`config.mk`:
```
export PLATFORM = sky130hd
export DESIGN_NAME = playfair_digraph_cipher
export DESIGN_NICKNAME = d
export VERILOG_FILES = /design/src/rtl/pf_pkg.sv /design/src/rtl/pf_locate.sv /design/src/rtl/pf_xform.sv /design/src/rtl/pf_front.sv /design/src/rtl/playfair_digraph_cipher.sv
export SDC_FILE = /design/constraint.sdc
export NUM_CORES = 1
export LEC_CHECK = 0
export BUFFER_PORTS_ARGS = -buffer_cell sky130_fd_sc_hd__buf_2
export CAP_MARGIN = 20
export CELL_PAD_IN_SITES_DETAIL_PLACEMENT = 0
export CELL_PAD_IN_SITES_GLOBAL_PLACEMENT = 1
export CORE_MARGIN = 2
export CORE_UTILIZATION = 44
export CTS_CLUSTER_DIAMETER = 30
export CTS_CLUSTER_SIZE = 24
export DETAILED_ROUTE_END_ITERATION = 12
export PLACE_DENSITY_LB_ADDON = 0.1
export RECOVER_POWER = 50
export SLEW_MARGIN = 20
export SYNTH_ARGS = -nofsm -noshare
export SYNTH_HDL_FRONTEND = slang
export SYNTH_HIERARCHICAL = 1
export SYNTH_SLANG_ARGS = --single-unit
```
`constraint.sdc`:
```
create_clock -name clk -period 6 [get_ports clk]
set_input_delay 1.8 -clock clk [delete_from_list [all_inputs] [get_ports clk]]
set_output_delay 1.8 -clock clk [all_outputs]
set_load 0.005 [all_outputs]
```
`src/rtl/pf_pkg.sv`:
```
// Shared types, constants and helpers for the Playfair digraph cipher.
// No dependencies; every other RTL file imports this package.
`default_nettype none

package pf_pkg;

  localparam int GRID  = 5;
  localparam int CELLS = GRID * GRID;

  localparam int CODE_W   = 5;   // letter code, A=0
  localparam int COORD_W  = 3;   // row or column, 0..4
  localparam int LETTER_W = 7;   // ASCII letter
  localparam int CHAR_W   = 8;
  localparam int WIDE_W   = 60;  // twelve cells per wide register
  localparam int CFG_IDX_W = 2;

  // configuration register indexes
  localparam logic [CFG_IDX_W-1:0] CFG_SQUARE_LOW  = 2'd0;
  localparam logic [CFG_IDX_W-1:0] CFG_SQUARE_MID  = 2'd1;
  localparam logic [CFG_IDX_W-1:0] CFG_SQUARE_LAST = 2'd2;
  localparam logic [CFG_IDX_W-1:0] CFG_DECRYPT     = 2'd3;

  localparam logic [CHAR_W-1:0] CHAR_UPPER_A = 8'h41;
  localparam logic [CHAR_W-1:0] CHAR_UPPER_Z = 8'h5A;
  localparam logic [CHAR_W-1:0] CHAR_LOWER_A = 8'h61;
  localparam logic [CHAR_W-1:0] CHAR_LOWER_Z = 8'h7A;

  localparam logic [CODE_W-1:0] CODE_I = 5'd8;
  localparam logic [CODE_W-1:0] CODE_J = 5'd9;
  localparam logic [CODE_W-1:0] CODE_Z = 5'd25;

  localparam logic [LETTER_W-1:0] LETTER_A = 7'h41;
  localparam logic [LETTER_W-1:0] LETTER_Z = 7'h5A;

  localparam logic [COORD_W-1:0] COORD_MAX = 3'(GRID - 1);

  typedef logic [CELLS-1:0][CODE_W-1:0] square_t;

  // a pair waiting to be enciphered, or a bare end marker
  typedef struct packed {
    logic              bare;
    logic [CODE_W-1:0] first;
    logic [CODE_W-1:0] second;
    logic              last;
  } pair_req_t;

  // a finished output pair
  typedef struct packed {
    logic                bare;
    logic [LETTER_W-1:0] letter0;
    logic [LETTER_W-1:0] letter1;
    logic                last;
  } out_job_t;

  // one step around the ring of rows or columns, forward or back
  function automatic logic [COORD_W-1:0] wrap_step(input logic [COORD_W-1:0] v,
                                                   input logic back);
    logic [COORD_W-1:0] res;
    if (back) begin
      res = (v == '0) ? COORD_MAX : v - 3'd1;
    end else begin
      res = (v == COORD_MAX) ? '0 : v + 3'd1;
    end
    return res;
  endfunction

  // row * 5 + col
  function automatic logic [CODE_W-1:0] cell_index(input logic [COORD_W-1:0] row,
                                                   input logic [COORD_W-1:0] col);
    return {row, 2'b00} + CODE_W'(row) + CODE_W'(col);
  endfunction

  // unused codes print as Z
  function automatic logic [LETTER_W-1:0] code_letter(input logic [CODE_W-1:0] code);
    logic [LETTER_W-1:0] res;
    if (code > CODE_Z) begin
      res = LETTER_Z;
    end else begin
      res = LETTER_A + LETTER_W'(code);
    end
    return res;
  endfunction

endpackage

`default_nettype wire

```
`src/rtl/pf_locate.sv`:
```
// Finds the first key-square cell holding a letter code; row/column out.
// Depends on pf_pkg.
`default_nettype none

module pf_locate
  import pf_pkg::*;
(
  input  wire square_t            square,
  input  wire logic [CODE_W-1:0]  code,
  output logic      [COORD_W-1:0] row,
  output logic      [COORD_W-1:0] col
);

  // scan from the top so the lowest matching cell wins; no match -> cell 0
  always_comb begin
    row = '0;
    col = '0;
    for (int k = CELLS - 1; k >= 0; k--) begin
      if (square[k] == code) begin
        row = COORD_W'(k / GRID);
        col = COORD_W'(k % GRID);
      end
    end
  end

endmodule

`default_nettype wire

```
`src/rtl/pf_xform.sv`:
```
// Digraph transform: locates both letters and applies row/column/rectangle rules.
// Depends on pf_pkg and pf_locate.
`default_nettype none

module pf_xform
  import pf_pkg::*;
(
  input  wire square_t   square,
  input  wire logic      decrypt,
  input  wire pair_req_t req,
  output out_job_t       job
);

  logic [COORD_W-1:0] r1, c1, r2, c2;
  logic [COORD_W-1:0] xr, xc, yr, yc;
  logic [CODE_W-1:0]  x_idx, y_idx;

  pf_locate u_loc_a (.square(square), .code(req.first),  .row(r1), .col(c1));
  pf_locate u_loc_b (.square(square), .code(req.second), .row(r2), .col(c2));

  always_comb begin
    if (r1 == r2) begin
      xr = r1;
      yr = r2;
      xc = wrap_step(c1, decrypt);
      yc = wrap_step(c2, decrypt);
    end else if (c1 == c2) begin
      xr = wrap_step(r1, decrypt);
      yr = wrap_step(r2, decrypt);
      xc = c1;
      yc = c2;
    end else begin
      // rectangle: swap columns
      xr = r1;
      yr = r2;
      xc = c2;
      yc = c1;
    end
  end

  assign x_idx = cell_index(xr, xc);
  assign y_idx = cell_index(yr, yc);

  always_comb begin
    job.bare    = req.bare;
    job.letter0 = code_letter(square[x_idx]);
    job.letter1 = code_letter(square[y_idx]);
    job.last    = req.last;
  end

endmodule

`default_nettype wire

```
`src/rtl/pf_front.sv`:
```
// Input front end: letter decode, pairing state and the pair request register.
// Depends on pf_pkg.
`default_nettype none

module pf_front
  import pf_pkg::*;
(
  input  wire logic              clk,
  input  wire logic              rst_n,
  input  wire logic              in_valid,
  output logic                   in_ready,
  input  wire logic [CHAR_W-1:0] in_char,
  input  wire logic              in_message_last,
  input  wire logic              req_take,
  output logic                   req_valid,
  output pair_req_t              req
);

  logic              is_letter;
  logic [CODE_W-1:0] code;
  logic              accept;
  logic              emit;
  pair_req_t         new_req;

  logic              holding_r, holding_nxt;
  logic [CODE_W-1:0] held_r, held_nxt;
  logic              req_valid_r, req_valid_nxt;
  pair_req_t         req_r, req_nxt;

  always_comb begin
    is_letter = 1'b0;
    code      = '0;
    if (in_char inside {[CHAR_UPPER_A:CHAR_UPPER_Z]}) begin
      is_letter = 1'b1;
      code      = CODE_W'(in_char - CHAR_UPPER_A);
    end else if (in_char inside {[CHAR_LOWER_A:CHAR_LOWER_Z]}) begin
      is_letter = 1'b1;
      code      = CODE_W'(in_char - CHAR_LOWER_A);
    end
    if (code == CODE_J) begin
      code = CODE_I;
    end
  end

  assign in_ready = !req_valid_r || req_take;
  assign accept   = in_valid && in_ready;

  // pairing decisions
  always_comb begin
    emit         = 1'b0;
    holding_nxt  = holding_r;
    held_nxt     = held_r;
    new_req      = '0;
    new_req.last = in_message_last;
    if (is_letter) begin
      if (holding_r) begin
        emit           = 1'b1;
        holding_nxt    = 1'b0;
        new_req.first  = held_r;
        new_req.second = code;
      end else if (in_message_last) begin
        emit           = 1'b1;
        new_req.first  = code;
        new_req.second = CODE_Z;
      end else begin
        holding_nxt = 1'b1;
        held_nxt    = code;
      end
    end else if (in_message_last) begin
      emit = 1'b1;
      if (holding_r) begin
        holding_nxt    = 1'b0;
        new_req.first  = held_r;
        new_req.second = CODE_Z;
      end else begin
        new_req.bare = 1'b1;
      end
    end
  end

  always_comb begin
    req_valid_nxt = req_valid_r;
    req_nxt       = req_r;
    if (accept && emit) begin
      req_valid_nxt = 1'b1;
      req_nxt       = new_req;
    end else if (req_take) begin
      req_valid_nxt = 1'b0;
    end
  end

  always_ff @(posedge clk) begin
    if (!rst_n) begin
      holding_r   <= 1'b0;
      held_r      <= '0;
      req_valid_r <= 1'b0;
    end else begin
      if (accept) begin
        holding_r <= holding_nxt;
        held_r    <= held_nxt;
      end
      req_valid_r <= req_valid_nxt;
    end
  end

  always_ff @(posedge clk) begin
    req_r <= req_nxt;
  end

  assign req_valid = req_valid_r;
  assign req       = req_r;

endmodule

`default_nettype wire

```
`src/rtl/playfair_digraph_cipher.sv`:
```
// Playfair 5x5 digraph cipher, top level.
// Depends on pf_pkg, pf_front, pf_xform (which uses pf_locate).
//
// Usage:
//  - Input channel (in_valid/in_ready): one raw byte per transaction plus
//    in_message_last. Non-letters are dropped; letters are upper-cased, J->I,
//    and paired in arrival order.
//  - Output channel (out_valid/out_ready): one letter per transaction. A pair
//    gives two transactions (second flagged by out_second_of_pair). At message
//    end a lone letter is padded with Z; with nothing held a bare end marker
//    (out_letter_valid = 0, out_message_end = 1) is sent.
//  - Config channel (cfg_valid/cfg_ready, always ready): cfg_index selects
//    square_low, square_mid, square_last or decrypt_mode. Write only while idle.
//  - Path: a byte that completes a pair passes the pair request register, then
//    the output register, which shows its first letter.
//  - Throughput: one input transaction per cycle while in_ready is high; a completed
//    pair holds the output register for two output transactions, so sustained rate is
//    set by the output port at one letter per cycle (about one input per cycle).
//  - Reset (rst_n low, synchronous): no letter held, both stages empty,
//    square and mode cleared to zero.
//  - Receiver stall: the output register holds; the pair request register
//    fills next, then in_ready drops for every byte, even one that is only held.
`default_nettype none

module playfair_digraph_cipher
  import pf_pkg::*;
(
  input  wire logic                 clk,
  input  wire logic                 rst_n,
  // configuration
  input  wire logic                 cfg_valid,
  output logic                      cfg_ready,
  input  wire logic [CFG_IDX_W-1:0] cfg_index,
  input  wire logic [WIDE_W-1:0]    cfg_data,
  // input bytes
  input  wire logic                 in_valid,
  output logic                      in_ready,
  input  wire logic [CHAR_W-1:0]    in_char,
  input  wire logic                 in_message_last,
  // output letters
  output logic                      out_valid,
  input  wire logic                 out_ready,
  output logic [LETTER_W-1:0]       out_letter,
  output logic                      out_letter_valid,
  output logic                      out_second_of_pair,
  output logic                      out_message_end
);

  // configuration registers
  logic [WIDE_W-1:0] sq_low_r, sq_mid_r;
  logic [CODE_W-1:0] sq_last_r;
  logic              decrypt_r;
  square_t           square;

  // pipeline
  logic      req_valid;
  pair_req_t req;
  out_job_t  job;
  logic      ob_load, ob_done;

  logic      ob_valid_r, ob_valid_nxt;
  logic      ob_phase_r, ob_phase_nxt;
  out_job_t  ob_job_r, ob_job_nxt;

  assign cfg_ready = 1'b1;

  always_ff @(posedge clk) begin
    if (!rst_n) begin
      sq_low_r  <= '0;
      sq_mid_r  <= '0;
      sq_last_r <= '0;
      decrypt_r <= 1'b0;
    end else if (cfg_valid) begin
      case (cfg_index)
        CFG_SQUARE_LOW:  sq_low_r  <= cfg_data;
        CFG_SQUARE_MID:  sq_mid_r  <= cfg_data;
        CFG_SQUARE_LAST: sq_last_r <= cfg_data[CODE_W-1:0];
        CFG_DECRYPT:     decrypt_r <= cfg_data[0];
        default: ;
      endcase
    end
  end

  // unpack the 25 cells, cell k at row k/5, column k%5
  always_comb begin
    for (int k = 0; k < 12; k++) begin
      square[k]      = sq_low_r[k*CODE_W +: CODE_W];
      square[k + 12] = sq_mid_r[k*CODE_W +: CODE_W];
    end
    square[CELLS-1] = sq_last_r;
  end

  pf_front u_front (
    .clk             (clk),
    .rst_n           (rst_n),
    .in_valid        (in_valid),
    .in_ready        (in_ready),
    .in_char         (in_char),
    .in_message_last (in_message_last),
    .req_take        (ob_load),
    .req_valid       (req_valid),
    .req             (req)
  );

  pf_xform u_xform (
    .square  (square),
    .decrypt (decrypt_r),
    .req     (req),
    .job     (job)
  );

  // output register: one job, shown as one (bare) or two letter transactions
  assign ob_done = ob_valid_r && out_ready && (ob_job_r.bare || ob_phase_r);
  assign ob_load = req_valid && (!ob_valid_r || ob_done);

  always_comb begin
    ob_valid_nxt = ob_valid_r;
    ob_phase_nxt = ob_phase_r;
    ob_job_nxt   = ob_job_r;
    if (ob_load) begin
      ob_valid_nxt = 1'b1;
      ob_phase_nxt = 1'b0;
      ob_job_nxt   = job;
    end else if (ob_done) begin
      ob_valid_nxt = 1'b0;
      ob_phase_nxt = 1'b0;
    end else if (ob_valid_r && out_ready) begin
      ob_phase_nxt = 1'b1;
    end
  end

  always_ff @(posedge clk) begin
    if (!rst_n) begin
      ob_valid_r <= 1'b0;
      ob_phase_r <= 1'b0;
    end else begin
      ob_valid_r <= ob_valid_nxt;
      ob_phase_r <= ob_phase_nxt;
    end
  end

  always_ff @(posedge clk) begin
    ob_job_r <= ob_job_nxt;
  end

  assign out_valid          = ob_valid_r;
  assign out_letter         = ob_job_r.bare ? '0 :
                              (ob_phase_r ? ob_job_r.letter1 : ob_job_r.letter0);
  assign out_letter_valid   = !ob_job_r.bare;
  assign out_second_of_pair = ob_phase_r;
  assign out_message_end    = ob_job_r.bare || (ob_phase_r && ob_job_r.last);

endmodule

`default_nettype wire

```
==> After elaboration in Yosys (flattened, before gate mapping) <==
Cells that the tools add are included.
{ "classes": {"reduce_logical": 31, "n_lt_le_gt_ge": 8, "addsub": 16, "muxes": 146, "shifts": 0, "div": 0, "multipliers": 0, "n_eq_ne": 60, "bitwise_logic": 3} }
{ "op_table": {"columns": ["operator", "n"], "rows": [
  ["$mux 3", 118],
  ["$eq 5x5->1", 50],
  ["$bmux 5 s5", 2],
  ["$mux 10", 5],
  ["$mux 5", 5],
  ["$add 5x3->5", 4],
  ["$ge 8x7->1 const B", 2],
  ["$le 8x7->1 const B", 2],
  ["$add 7x5->7 const A", 2],
  ["$mux 1", 14],
  ["$mux 7", 2],
  ["$add 3x1->3 const B", 4],
  ["$eq 3x3->1 const B", 4],
  ["$logic_not 3->1", 4],
  ["$lt 5x6->1 const B", 2],
  ["$sub 3x1->3 const B", 4],
  ["$gt 5x5->1 const B", 2],
  ["$reduce_and 2->1", 5],
  ["$sub 5x1->5 const B", 2],
  ["$logic_and 1x1->1", 8],
  ["$eq 3x3->1", 2],
  ["$reduce_bool 2->1", 3],
  ["$eq 5x4->1 const B", 1],
  ["$eq 2x2->1 const B", 2],
  ["other kinds (8)", 15]
]} }
{ "word_totals": {"out_inout_bits": 13, "latch_bits": 0, "romBits": 0, "memories": 0, "ff_bits": 163, "ram_bits": 0} }

==> Logic depth before layout (Yosys ltp) <==
Gate-level depths: netlist of run 1.
{ "depth": {"depth_word": 36, "ltp_mapped": 31, "mapped_depth_nobuf": 27} }

==> Modules after synthesis <==
Netlist of run 1, hierarchy kept.
{ "by_module_without_submodules": {"columns": ["module", "area_each_um2", "cells_per_inst", "seq_area_each_um2", "instances"], "rows": [
  ["playfair_digraph_cipher", 5540.3, 527, 3042.9, 1],
  ["pf_locate", 1979.4, 240, 0.0, 2],
  ["pf_xform", 3802.4, 405, 0.0, 1],
  ["pf_front", 993.5, 84, 500.5, 1]
]} }

==> Worst setup path before layout of run 1 <==
No wires, ideal clock.
{ "synth_path": {"kind": "register -> register", "startpoint": "reg u_front.req_r, in the netlist u_front/req[2]", "endpoint": "reg ob_job_r[10] in the netlist's numbering (data pin)", "setup_time_ns": 0.264, "path_stages_with_launch": 30, "path_slack_ns": -0.224, "arrival_ns": 5.960, "required_ns": 5.736, "synth_period_minus_slack_ns": 6.224, "path_cell_list": "edfxtp_1 buf_6 buf_8 buf_12 xor2_1 nor3_2 nand3_2 a21oi_1 nor4b_2 o2111ai_1 o21ai_1 xor2_1 or3_1 nor2_1 o211ai_1 o21ai_0 ha_1 ha_1 fa_1 xor2_2 buf_4 and2_1 a211oi_2 a31oi_1 nor3_2 or2_2 ha_1 o21bai_1 o31ai_2 o2bb2ai_1"} }
{ "synth_via": {"elab_cells_between_ends": 86} }
{ "synth_rtl": {"columns": ["item", "line", "text"], "rows": [
  ["from (decl)", "pf_front.sv:28", "pair_req_t req_r, req_nxt;"],
  ["from (signal assigned)", "pf_front.sv:107", "req_r <= req_nxt;"],
  ["$eq 5x5->1", "pf_locate.sv:19", "if (square[k] == code) begin"],
  ["$mux 3 (23 in a row)", "pf_locate.sv:19", null],
  ["$mux 3 *", "pf_locate.sv:19", null],
  ["net u_xform.c2[0]", "pf_xform.sv:14", "logic [COORD_W-1:0] r1, c1, r2, c2;"],
  ["$eq 3x3->1", "pf_xform.sv:27", "end else if (c1 == c2) begin"],
  ["$mux 3", "pf_xform.sv:27", null],
  ["$mux 3", "pf_xform.sv:22", "if (r1 == r2) begin"],
  ["$add 5x3->5", "pf_pkg.sv:70", "return {row, 2'b00} + CODE_W'(row) + CODE_W'(col);"],
  ["$add 5x3->5 *", "pf_pkg.sv:70", null],
  ["$bmux 5 s5 *", "pf_xform.sv:46", "job.letter0 = code_letter(square[x_idx]);"],
  ["$mux 5 (implied by the code) *", "pf_xform.sv:46", null],
  ["$add 7x5->7 / $gt 5x5->1 (equally long branches)", "pf_pkg.sv:79, pf_pkg.sv:76", null],
  ["to (signal assigned)", "playfair_digraph_cipher.sv:143", "ob_job_r <= ob_job_nxt;"],
  ["to (decl)", "playfair_digraph_cipher.sv:63", "out_job_t ob_job_r, ob_job_nxt;"]
]} }
The timed path passes the listed nets; every way through them passes the cells marked *. The select of a mux whose other input is x is not followed.
A chain may end at the register's enable or synchronous reset.

==> Final worst setup path of run 1 <==
{ "layout_path": {"startpoint": "reg u_front.req_r, in the netlist u_front/req[10]", "endpoint": "reg ob_job_r[10] in the netlist's numbering (data pin)"} }
{ "layout_via": {"elab_cells_between_ends": 100} }
{ "layout_rtl": {"columns": ["item", "line"], "rows": [
  ["$eq 5x5->1", "pf_locate.sv:19"],
  ["$mux 3 (23 in a row)", "pf_locate.sv:19"],
  ["$mux 3 *", "pf_locate.sv:19"],
  ["net u_xform.c1[1]", "pf_xform.sv:14"],
  ["$eq 3x3->1, or another cell as far along", "pf_xform.sv:27"],
  ["$mux 3, on equally long branches", "pf_xform.sv:27, pf_pkg.sv:60, pf_pkg.sv:62"],
  ["$mux 3, on equally long branches", "pf_xform.sv:22, pf_pkg.sv:59"],
  ["$add 5x3->5 / $mux 3 (equally long branches)", "pf_pkg.sv:70, pf_xform.sv:22"],
  ["$add 5x3->5 *", "pf_pkg.sv:70"],
  ["$bmux 5 s5 *", "pf_xform.sv:46"],
  ["$mux 5 (implied by the code) *", "pf_xform.sv:46"],
  ["$add 7x5->7 / $gt 5x5->1 (equally long branches)", "pf_pkg.sv:79, pf_pkg.sv:76"]
]} }
Marked as above.

==> results.ini, run 1 <==
[clocking]
numCtsBuffers=17
cts.clk_slew.worst_paths_ps=80
cts_hold_buf=0
cts_tree=built
cts_root_buf=clkbuf_16
clock_path_buffers=2
htreeDepth=4
worstSkewPairLatency_ps=460
cts_sinks=163

[power]
switching_share=0.4238
p_sw_mw=4.054
ir_worst_vdd_v=0.0004374
seqPwrFrac=0.137
p_int_mw=5.512
clock_power_share=0.123
power_density_nw_per_um2=505.5
total_leakage_power_nw=8.289
power.share.combinational=0.740

[timing]
clock_skew_ps=12.75
slew_headroom=-0.5886
hold_slack_ps=421.3
worst_pin_slew_ps=2383
fmax_ghz=0.1631
period_share=1.022
hold_violations=0
slew_viol_final=122
grt_setup_unrepaired=true
layout_setup_ws_ps=-129.7
setup_viol=7
min_period_ps=6130

[placed_design]
place_congestion=1.014
dp_hpwl_mm=41.11
port_buffers=87
place_ws_ps=-431.4

[logic_synthesis]
synthTopCellsByArea=dfxtp_1, mux2i_1, xor2_1
yosysWarnings=6
synth-seq-cells=163
synth_edf_count=28
synth_top_cell_area_share=0.1891
synth_top_area_cell=dfxtp_1
yosysSeqAreaShare=0.2479
async_flop_share=0
netlist_instances=1496
syn-mean-instance-area_um2=9.555
netlist_area_um2=14290
synth.distinct_cells=90
synth_ff_type=dfxtp_1

[grt]
overflow=0
grt_max_degree=122
grt_pass1_vias=12320
grt_use_total=0.3146
antenna_found_initial=0
grt_pass1_wl_mm=77.99

[critical_path]
required_ps=6210
worstPathArrival_ps=6340
end_kind=flip-flop
worst-path-max-fanout=6
critPathKind=reg -> reg
critPathSlowestCell=fa_2
cp_slowest_stage_delay_ps=610
cp-start-kind=flip-flop

[status]
violations=max-capacitance violations, max-slew violations, negative setup slack
status=finished with violations

[detailed_routing]
top_layer_used=met4
totalWireLength_mm=52.63
wl_met1_mm=23.08
dr_wl_met2_mm=24.03
post_drt_via_cell_ratio=5.485
drcViolationCount=0
avgRoutedWirePerCell_um=22.67
num_vias=12740
ant_nets=0
drt_first_pass_iters=5
drt_iter0_markers=878
wl_met3_mm=3.304

[final_layout]
fill_cells=2923
final_layout_size_suffix_gt1_frac=0.3856
area_growth_pct=32.39
nNetsFinal=1976
multi_input_area_um2=10470
regArea_um2=3543
antennaDiodeCount=0

[floorplan]
start_util=0.4427
std_cell_rows=66
die_area_um2=33950
pin_count=89
dieHeight_um=184.2
die_w_um=184.2
core_area_um2=32290

[job]
max-cap-violations=1

[worst_hold_path]
min_path_type=reg -> reg

metrics by stage:
stage	cells	utilization	area (µm²)	setup TNS, ps	total power, mW
6_report	2322	0.5861	18920	-640.0	9.566
5_1_grt	2322	0.5861	18920	-2479	10.05
4_1_cts	2273	0.5581	18020	-277.1	8.776
3_5_place_dp	2214	0.5193	16770	-3344	6.961
3_3_place_gp	2214	0.5193	16770	-2462	6.933
2_1_floorplan	1498	-	14340	0	4.633
synth_stat cells (21+ instances only):
cell        n
buf_2      25
xnor2_1   130
nor2_1     41
nand2_1   232
edfxtp_1   28
nor3_1     42
dfxtp_1   135
inv_1      34
mux4_2     36
xor2_1    131
mux2i_1   185
o21ai_0    21
nand3_1    62
buf_6      25
ha_1       29
nor3_2     23
layout make-up:
class / count / area share
multi-input combinational: 1197 / 0.5535
timing repair buffer: 451 / 0.1893
sequential: 163 / 0.1872
tap: 442 / 0.02922
clock buffer: 17 / 0.02248
clock inverter: 15 / 0.01084
inverter: 37 / 0.007471
per-layer routing:
layer,GRT usage,up-vias
li1,-,6017
met1,0.4171,6222
met2,0.4957,404
met3,0.06323,94
met4,0.1405,0
met5,0,-
worst max-delay path, delay by kind of cell, from the launching register on:
family | cells | cell delay [ps]
AOI/OAI and AO/OA | 7 | 1350
xor gates and xnor gates | 2 | 230
adders and majority gates | 3 | 1010
buffers and inverters | 6 | 840
DFF | 1 | 390
and+or+nand+nor | 10 | 2080
what timing repair did:
action / CTS / global route
pin swaps: 52 / 53
gates cloned: 1 / 0
gates resized for setup: 101 / 106
buffers inserted: 29 / 51
setup endpoints to repair: 10 / 10
placed cells by master (no fill, tap or decap), types with 29 or more instances in the layout:
| cell | count |
|---|---|
| buf_4 | 315 |
| nand2_1 | 230 |
| mux2i_1 | 180 |
| dfxtp_1 | 135 |
| xor2_1 | 128 |
| xnor2_1 | 126 |
| buf_2 | 83 |
| nand3_1 | 54 |
| mux4_2 | 37 |
| nor2_1 | 32 |
| inv_1 | 30 |
| nor3_1 | 29 |
| nor3_2 | 29 |
path summary, 6_finish.rpt:
kind / startpoint / endpoint / slack [ps] / cells past startpoint
max reg2reg: u_front/req[10] / ob_job_r[10] / -130 / 28
min: u_front/req[11] / ob_job_r[15] / 420 / 0
min reg2reg: u_front/req[11] / ob_job_r[15] / 420 / 0
max: u_front/req[10] / ob_job_r[10] / -130 / 28
state kept, by name, indices dropped and copies added, names as in the netlist:
signal	count
sq_low_r	60
sq_mid_r	60
ob_job_r	16
u_front/req	12
sq_last_r	5
u_front/held_r	5
decrypt_r	1
out_second_of_pair	1
out_valid	1
u_front/holding_r	1
u_front/req_valid	1
kinds of logic (layout without fill, tap and decap cells):
group / count (synthesis) / after routing / synth area share
XOR/XNOR: 267 / 267 / 0.1667
flip-flops: 163 / 163 / 0.2479
AO/OA/AOI/OAI: 160 / 160 / 0.08674
buffers and inverters: 139 / 520 / 0.07912
other: 3 / 5 / 0.0007877
adder cells (fa/ha/maj): 33 / 33 / 0.03099
multiplexers: 238 / 238 / 0.2081
AND/OR/NAND/NOR: 493 / 494 / 0.1797
power by group through the flow:
stage | clock network (mW) | logic (mW) | registers [mW]
6_report | 1.18 | 7.08 | 1.31
4_1_cts | 1.21 | 6.27 | 1.30
2_1_floorplan | 0 | 3.34 | 1.29
5_1_grt | 1.25 | 7.48 | 1.31
3_5_place_dp | 0 | 5.63 | 1.33
3_3_place_gp | 0 | 5.60 | 1.33
No activity file was read; power rests on OpenSTA's default activity.
==> run 2: changes to the inputs <==
--- a/config.mk
+++ b/config.mk
@@ -10,7 +10,7 @@
 export CELL_PAD_IN_SITES_DETAIL_PLACEMENT = 0
 export CELL_PAD_IN_SITES_GLOBAL_PLACEMENT = 1
 export CORE_MARGIN = 2
-export CORE_UTILIZATION = 44
+export CORE_UTILIZATION = 48
 export CTS_CLUSTER_DIAMETER = 30
 export CTS_CLUSTER_SIZE = 24
 export DETAILED_ROUTE_END_ITERATION = 12
==> constraint.sdc (replaced) <==
create_clock -name clk -period 7 [get_ports clk]
set_input_delay 2.1 -clock clk [delete_from_list [all_inputs] [get_ports clk]]
set_output_delay 2.1 -clock clk [all_outputs]
set_load 0.005 [all_outputs]
==> run 2 against run 1 <==
The flow finishes with violations (max-capacitance violations, max-slew violations). Critical path type unchanged. Worst setup slack gained 300 ps. Register-to-register slack better by 300 ps. Wire length is 14% lower. Global-route usage fell by 1.8 points. Die area fell by 8.2%.
==> results.ini, run 2 (synthesis gave the netlist of run 1 again) <==
[status]
status=finished with violations
violations=max-capacitance violations, max-slew violations

[clocking]
clock_path_buffers=2  ; unchanged
cts_hold_buf=0  ; unchanged
cts_tree=built
cts_root_buf=clkbuf_16
numCtsBuffers=17  ; unchanged
cts_sinks=163  ; unchanged
htreeDepth=4  ; unchanged
cts.clk_slew.worst_paths_ps=70  ; about the same
worstSkewPairLatency_ps=450  ; about the same

[timing]
worst_pin_slew_ps=3651  ; +1268 ps
grt_setup_unrepaired=false
fmax_ghz=0.1464  ; -10%
min_period_ps=6829  ; +699.5 ps
layout_setup_ws_ps=170.8  ; +300.5 ps
slew_headroom=-1.434  ; -0.8454
slew_viol_final=160  ; +31%
tns_ps=0  ; +640.0 ps
hold_violations=0  ; unchanged
period_share=0.9756  ; -0.04602
setup_viol=0  ; -7
clock_skew_ps=11.18  ; -1.569 ps

[grt]
grt_pass1_wl_mm=68.90  ; -12%
grt_max_degree=93  ; -24%
grt_pass1_vias=10890  ; -12%
busiest_layer=met2
grtUsageMet1=0.4090  ; -0.008051
use_met3=0.05340  ; -0.009826
antenna_found_initial=0  ; unchanged
overflow=0  ; unchanged
grt_use_met2=0.4635  ; -0.03216
grt_use_total=0.2962  ; -0.01847

[floorplan]
std_cell_rows=63  ; -4.5%
start_util=0.4849  ; +0.04216
die_w_um=176.6  ; -4.2%
die_area_um2=31180  ; -8.2%
dieHeight_um=176.6  ; -4.2%
pin_count=89  ; unchanged
core_area_um2=29480  ; -8.7%

[power]
switching_share=0.4554  ; +0.03159
finalPower_mw=5.859  ; -39%
power.share.combinational=0.648  ; -0.092
ir_worst_vdd_v=0.0003831  ; -12%
total_leakage_power_nw=6.456  ; -22%
seqPwrFrac=0.192  ; +0.055
clock_power_share=0.160  ; +0.037
power_density_nw_per_um2=380.6  ; -25%
p_sw_mw=2.668  ; -34%
p_int_mw=3.191  ; -42%

[critical_path]
cp_slowest_stage_delay_ps=720  ; +110 ps
critPathKind=reg -> reg
crit_buf_inv=4  ; -2
path_delay_family=simple AND/OR/NAND/NOR gates
end_kind=flip-flop
reg2reg_slack_ps=170  ; +300 ps
critPathSlowestCell=ha_2
required_ps=7200  ; +990 ps
worst-path-max-fanout=25  ; +19
worstPathArrival_ps=7030  ; +690 ps
cp-start-kind=flip-flop

[detailed_routing]
ant_nets=0  ; unchanged
drcViolationCount=0  ; unchanged
avgRoutedWirePerCell_um=23.15  ; +2.1%
post_drt_via_cell_ratio=5.900  ; +7.6%
drt_iter0_markers=920  ; +4.8%
totalWireLength_mm=45.45  ; -14%
num_vias=11580  ; -9.1%
drt_first_pass_iters=5  ; unchanged

[placed_design]
place_congestion=0.9986  ; -1.5%
dp_hpwl_mm=34.97  ; -15%
dp.cells=1922  ; -13%
place_ws_ps=101.0  ; +532.4 ps
port_buffers=87  ; unchanged

[worst_hold_path]
min_path_type=reg -> reg

[final_layout]
reg.largest.list=sq_low_r x60, sq_mid_r x60, ob_job_r x16
final_common_cell=nand2_1
area_growth_pct=7.694
final_cells=1963  ; -15%
mostFrequentLayoutCells=nand2_1, mux2i_1, dfxtp_1
antennaDiodeCount=0  ; unchanged
final_layout_size_suffix_gt1_frac=0.1882  ; -0.1975
nNetsFinal=1669  ; -16%

[job]
max-cap-violations=3  ; +2

-- run 2: changes by cell type in the layout (fill, tap and decap cells not counted), sizes merged --
cell / previous run / this run
clkinvlp: 0 / 3
inv: 46 / 45
clkbuf: 23 / 28
buf: 445 / 136
nor2: 42 / 41
clkinv: 5 / 1
-- run 2: power groups by stage --
| stage | combinational (mW) | clock, mW | sequential [mW] |
|---|---|---|---|
| after floorplan | 2.83 | 0 | 1.11 |
| after global placement | 3.65 | 0 | 1.14 |
| after global routing | 4.05 | 1.00 | 1.13 |
| final | 3.80 | 0.937 | 1.12 |
| after CTS | 3.67 | 0.965 | 1.12 |
| after detailed placement | 3.66 | 0 | 1.14 |
-- run 2: final timing paths --
| kind | from | to | cells past startpoint |
|---|---|---|---|
| min | u_front/req[0] | ob_job_r[0] | 0 |
| min reg2reg | u_front/req[0] | ob_job_r[0] | 0 |
| max reg2reg | u_front/req[4] | ob_job_r[2] | 27 |
| max | u_front/req[4] | ob_job_r[2] | 27 |
-- run 2: timing repair --
| action | CTS | global route |
|---|---|---|
| gates resized for setup | 0 | 22 |
| endpoints found under the setup margin | 0 | 8 |
| setup buffers | 0 | 9 |
-- run 2: metal layers --
layer  share of wire  routed length, µm  up-vias
li1                -                  -     5400
met3           0.073               3337       77
met5               0                  0        -
met2            0.45              20610      416
met1            0.44              20060     5688
met4           0.032               1442        0
-- run 2: through the flow --
| step | cell area, µm² | util | hold slack, ps |
|---|---|---|---|
| finish | 15390 | 0.5222 | 420.5 |
| global route | 15390 | 0.5222 | 440.1 |
| CTS | 15270 | 0.5178 | 425.1 |
| detailed placement | 14690 | 0.4983 | 408.9 |
| global placement | 14690 | 0.4983 | 402.8 |
| floorplan | 14300 | - | 446.4 |
-- run 2: layout make-up --
| type | count | area [µm²] |
|---|---|---|
| fill | 2818 | 14090 |
| multi-input combinational | 1196 | 9691 |
| sequential | 163 | 3543 |
| timing repair buffer | 145 | 957.2 |
| tap | 390 | 488.0 |
| clock buffer | 19 | 432.9 |
| clock inverter | 13 | 141.4 |
| inverter | 37 | 141.4 |
